### src/rtl/mabg_pkg.sv
// Shared types and constants for the microphone array beamform/gate block.
// No dependencies.
`default_nettype none
package mabg_pkg;

    localparam int SIG_W   = 48;
    localparam int COEF_W  = 19;
    localparam int STEER_W = 12;
    localparam int MODE_W  = 2;
    localparam int IDX_W   = 3;
    localparam int CFG_W   = 12;

    localparam logic [IDX_W-1:0] REG_MODE   = 3'd0;
    localparam logic [IDX_W-1:0] REG_STEER0 = 3'd1;
    localparam logic [IDX_W-1:0] REG_STEER1 = 3'd2;
    localparam logic [IDX_W-1:0] REG_STEER2 = 3'd3;
    localparam logic [IDX_W-1:0] REG_STEER3 = 3'd4;

    localparam logic [MODE_W-1:0] MODE_STD   = 2'd0;
    localparam logic [MODE_W-1:0] MODE_WIDE  = 2'd1;
    localparam logic [MODE_W-1:0] MODE_VOICE = 2'd2;

    localparam logic [COEF_W-1:0] C_DC    = 19'd65208;
    localparam logic [COEF_W-1:0] C_HP    = 19'd62587;
    localparam logic [COEF_W-1:0] C_NF_DN = 19'd64225;
    localparam logic [COEF_W-1:0] C_SMALL = 19'd1311;
    localparam logic [COEF_W-1:0] C_NF_UP = 19'd65503;
    localparam logic [COEF_W-1:0] C_NF_IN = 19'd33;
    localparam logic [COEF_W-1:0] C_THR   = 19'd163840;
    localparam logic [COEF_W-1:0] C_ATT   = 19'd22938;
    localparam logic [COEF_W-1:0] C_WIDE  = 19'd104858;

    localparam logic signed [SIG_W-1:0] SIG_MAX = {1'b0, {(SIG_W-1){1'b1}}};
    localparam logic signed [SIG_W-1:0] SIG_MIN = {1'b1, {(SIG_W-1){1'b0}}};
    localparam logic signed [SIG_W-1:0] ONE_Q16 = 48'sd65536;
    localparam logic signed [SIG_W-1:0] LOW_Q16 = 48'sd16384;

    typedef enum logic [4:0] {
        ST_IDLE, ST_LANE, ST_MIX, ST_WIDE, ST_DC, ST_HP, ST_NF0, ST_NF1,
        ST_NF2, ST_THR, ST_ENV, ST_GATE, ST_OUT
    } state_t;

    function automatic logic signed [SIG_W-1:0] sat48(input logic signed [SIG_W+3:0] x);
        if (x > 52'(SIG_MAX)) return SIG_MAX;
        if (x < 52'(SIG_MIN)) return SIG_MIN;
        return x[SIG_W-1:0];
    endfunction

endpackage
`default_nettype wire

### src/rtl/mabg_qmul.sv
// Shared registered fixed-point multiplier: round(a*c/2^16), half up, saturated.
// Depends on mabg_pkg. Registered, two partial products.
`default_nettype none
module mabg_qmul (
    input  wire logic                                aclk,
    input  wire logic signed [mabg_pkg::SIG_W-1:0]   a,
    input  wire logic        [mabg_pkg::COEF_W-1:0]  c,
    output logic signed      [mabg_pkg::SIG_W-1:0]   p
);
    import mabg_pkg::*;

    logic signed [31:0] hi;
    logic        [15:0] lo;
    logic signed [51:0] hi_prod_reg, hi_prod_next;
    logic        [35:0] lo_prod_reg, lo_prod_next;

    // split into integer and fraction partial products
    assign hi = a[SIG_W-1:16];
    assign lo = a[15:0];
    assign hi_prod_next = 52'(hi) * $signed({1'b0, c});
    assign lo_prod_next = 36'(lo) * 36'(c);

    always_ff @(posedge aclk) begin
        hi_prod_reg <= hi_prod_next;
        lo_prod_reg <= lo_prod_next;
    end

    assign p = sat48(hi_prod_reg + 52'((lo_prod_reg + 36'd32768) >> 16));
endmodule
`default_nettype wire

### config.mk
export PLATFORM = sky130hd
export DESIGN_NAME = mabg_qmul
export DESIGN_NICKNAME = d
export VERILOG_FILES = /design/src/rtl/mabg_pkg.sv /design/src/rtl/mabg_qmul.sv
export SDC_FILE = /design/constraint.sdc
export NUM_CORES = 2
export LEC_CHECK = 0
export BUFFER_PORTS_ARGS = -buffer_cell sky130_fd_sc_hd__buf_4
export CORE_UTILIZATION = 35
export CTS_BUF_LIST = sky130_fd_sc_hd__clkbuf_8
export CTS_CLUSTER_SIZE = 24
export DETAILED_ROUTE_END_ITERATION = 10
export PLACE_DENSITY_LB_ADDON = 0.2
export SETUP_SLACK_MARGIN = 0.15
export SYNTH_ARGS = -nofsm -noshare
export SYNTH_HDL_FRONTEND = slang
export SYNTH_SLANG_ARGS = --single-unit
### constraint.sdc
create_clock -name aclk -period 9.9 [get_ports aclk]
set_input_delay 0.495 -clock aclk [delete_from_list [all_inputs] [get_ports aclk]]
set_output_delay 0.495 -clock aclk [all_outputs]
set_load 0.01 [all_outputs]
==> out/results.tsv <==
stage	metric	value	unit
floorplanning	core area	98900	um^2
synth	library cells used by synthesis	68	
synth	top-count cell post-synth	inv_1	
synth	Synth top area share	47.8	%
worst_setup_path	Critical Path RT	10.22	ns
worst_setup_path	Worst setup SP type	input port	
clock_network	setup fix buffers added after clock tree synthesis	0	
synth	EDFF count, synth	0	
detailed_routing	ANT nets after route	0	
synth	ys async rst share	0	%
synth	synthesized area	35100	um^2
global_route	first-pass GRT wire length	162000	um
worst_setup_path	CP most frequent cell	fa_1	
clock_network	CTS Buf Count	9	
floorplanning	Vert. Die Dim	319	um
timing	fmax	138	MHz
final_layout	max reg flops	52	
clock_network	H-tree Lvls	3	
clock_network	Reg clk slew, reported paths	0.09	ns
global_route	Total GRT Usage	20.4	%
final_layout	fin nets	5018	
detailed_routing	Post-Route WL	98400	um
timing	worst slew pin tran	1.01	ns
detailed_routing	DR iter-0 viols	1093	
timing	Max Slew Vio Count	0	
timing	Final Hold Viols	0	
placed_design	number of port buffers	115	
worst_setup_path	critical path type	input port to register	
global_route	largest net degree at the start of global routing	50	
run_status	status	completed	
global_route	vias in the first global route	28507	
timing	Post-Route Setup TNS	0	ns
timing	Setup violations, final	0	
synth	synth warn	0	
timing	period utilization	73.0	%
clock_network	CTS Root Cell	clkbuf_8	
synth	Synth area leader	fa_1	
floorplanning	Die Wd	319	um
clock_network	CTS tree	done	
detailed_routing	Via-to-Cell Ratio	4.91	
hold_path	HP Class	input port to register	
detailed_routing	drt pass-1 iters	5	
synth	Synth Register Bits	72	
global_route	GRT overflow	0	
timing	Slew headroom	32.4	%
synth	top_reg_cell synth	dfxtp_1	
floorplanning	Die ar.	102000	um^2
worst_setup_path	Worst path max stage delay	0.71	ns
clock_network	Resized cells post-CTS	0	
clock_network	CTS max path bufs	2	
worst_setup_path	Crit path arrival time	7.55	ns
placed_design	GPL Wtd Cong	0.837	
clock_network	post-cts hold buffer count	0	
final_layout	Area Growth Syn to Fin	5.72	%
floorplanning	starting density of the core	35.5	%
floorplanning	row count	115	
final_layout	layout cells sized above 1	4.90	%
synth	Avg Inst Size Synth	8.98	um^2
job	maxcap violations	0	
worst_setup_path	crit path cell chain	buf_4, nand2_1, fa_1, fa_1, fa_1, inv_1, fa_1, fa_1, fa_1, inv_1, fa_1, inv_1, ha_1, a21o_1, a21oi_1, o21bai_1, a21o_1, a21o_1, a21o_1, a2111oi_0, nand3b_1	
timing	RSZ-0062 raised after global routing	false	
worst_setup_path	Worst path slowest cell	fa_1	
synth	synth top area cells	fa_1, inv_1, ha_1, and2_1, nand2_1	
detailed_routing	vias	25270	
detailed_routing	Residual DRC	0	
timing	min cycle time layout	7.23	ns
synth	cells after synthesis	3911	
synth	share of the yosys chip area belonging to registers	4.10	%
worst_setup_path	Worst Path Max Fanout	48	
clock_network	CTS sink cnt	72	
detailed_routing	Wirelength per Cell	19.1	um
placed_design	Post-DP HPWL	75800	um
worst_setup_path	crit path capture type	register	
synth	Post-Syn Nets	5077	
synth	list of most frequent post-synthesis cells	inv_1, fa_1, nand2_1	
global_route	initial antenna violation count	4	
floorplanning	io pins	116	
## per-layer routing
| metal | up-vias | global-route usage [%] | wire length [um] |
|---|---|---|---|
| li1 | 11418 | - | - |
| met1 | 13372 | 26.0 | 42400 |
| met2 | 408 | 37.7 | 51600 |
| met3 | 72 | 1.54 | 2720 |
| met4 | 0 | 3.79 | 1660 |
| met5 | - | 0 | 0 |
## kinds of logic after synthesis
kind of cell             after synthesis  synth area share (%)
AO/OA/AOI/OAI                        321                  6.60
adder cells (fa/ha/maj)             1098                  57.0
flip-flops                            72                  4.10
buffers and inverters               1100                  11.9
XOR/XNOR                             141                  3.52
multiplexers                           2                0.0605
AND/OR/NAND/NOR                     1177                  16.8
## layout by cell type (no fill, tap or decap), types with 11 or more instances in the layout
master	instances
nor2_1	57
o22ai_2	30
nand4_1	26
a21o_1	48
o22ai_1	17
nor2b_1	11
nand2_1	509
xnor2_1	90
ha_1	259
buf_4	123
nand2b_1	11
nand3_1	39
fa_1	839
xor2_1	50
and3_1	24
dfxtp_1	72
o21bai_1	18
o21ai_0	38
and2_1	465
a21oi_1	93
inv_1	908
nor3_1	19
## critical path: cells and delay by family
| family | cells | cell delay (ns) |
|---|---|---|
| AO/OA/AOI/OAI | 7 | 1.44 |
| adder cells (fa/ha/maj) | 8 | 4.20 |
| buffers and inverters | 4 | 0.98 |
| AND/OR/NAND/NOR | 2 | 0.37 |
## final timing paths
check / slack, ns / end / startpoint / cells after the start
worst max-delay path: 2.67 / hi_prod_reg[49] / c[2] / 21
worst min-delay path: 0.54 / hi_prod_reg[0] / a[16] / 2
## layout make-up
| cell class | count | area (um^2) |
|---|---|---|
| Clock buffer | 9 | 124 |
| Tap cell | 1287 | 1610 |
| Inverter | 907 | 3400 |
| Multi-Input combinational cell | 2739 | 29500 |
| Timing Repair Buffer | 123 | 923 |
| Antenna cell | 2 | 5.00 |
| Sequential cell | 72 | 1440 |
| Fill cell | 10150 | 61700 |
| Clock inverter | 7 | 96.3 |
## metrics by stage
step	cell area (um^2)	worst slack [ns]	cells	utilization, %	hold slack, ns
final	37100	2.67	5146	37.6	0.540
after global placement	36900	2.33	5128	37.3	0.932
after detailed placement	36900	2.27	5128	37.3	0.927
after floorplan	35100	2.89	3911	-	0.622
after CTS	37100	2.68	5144	37.6	0.513
after global routing	37100	2.28	5144	37.6	0.516
Power is not shown: default switching activity piles up to over one toggle a cycle in this logic, so the estimate is an artifact.
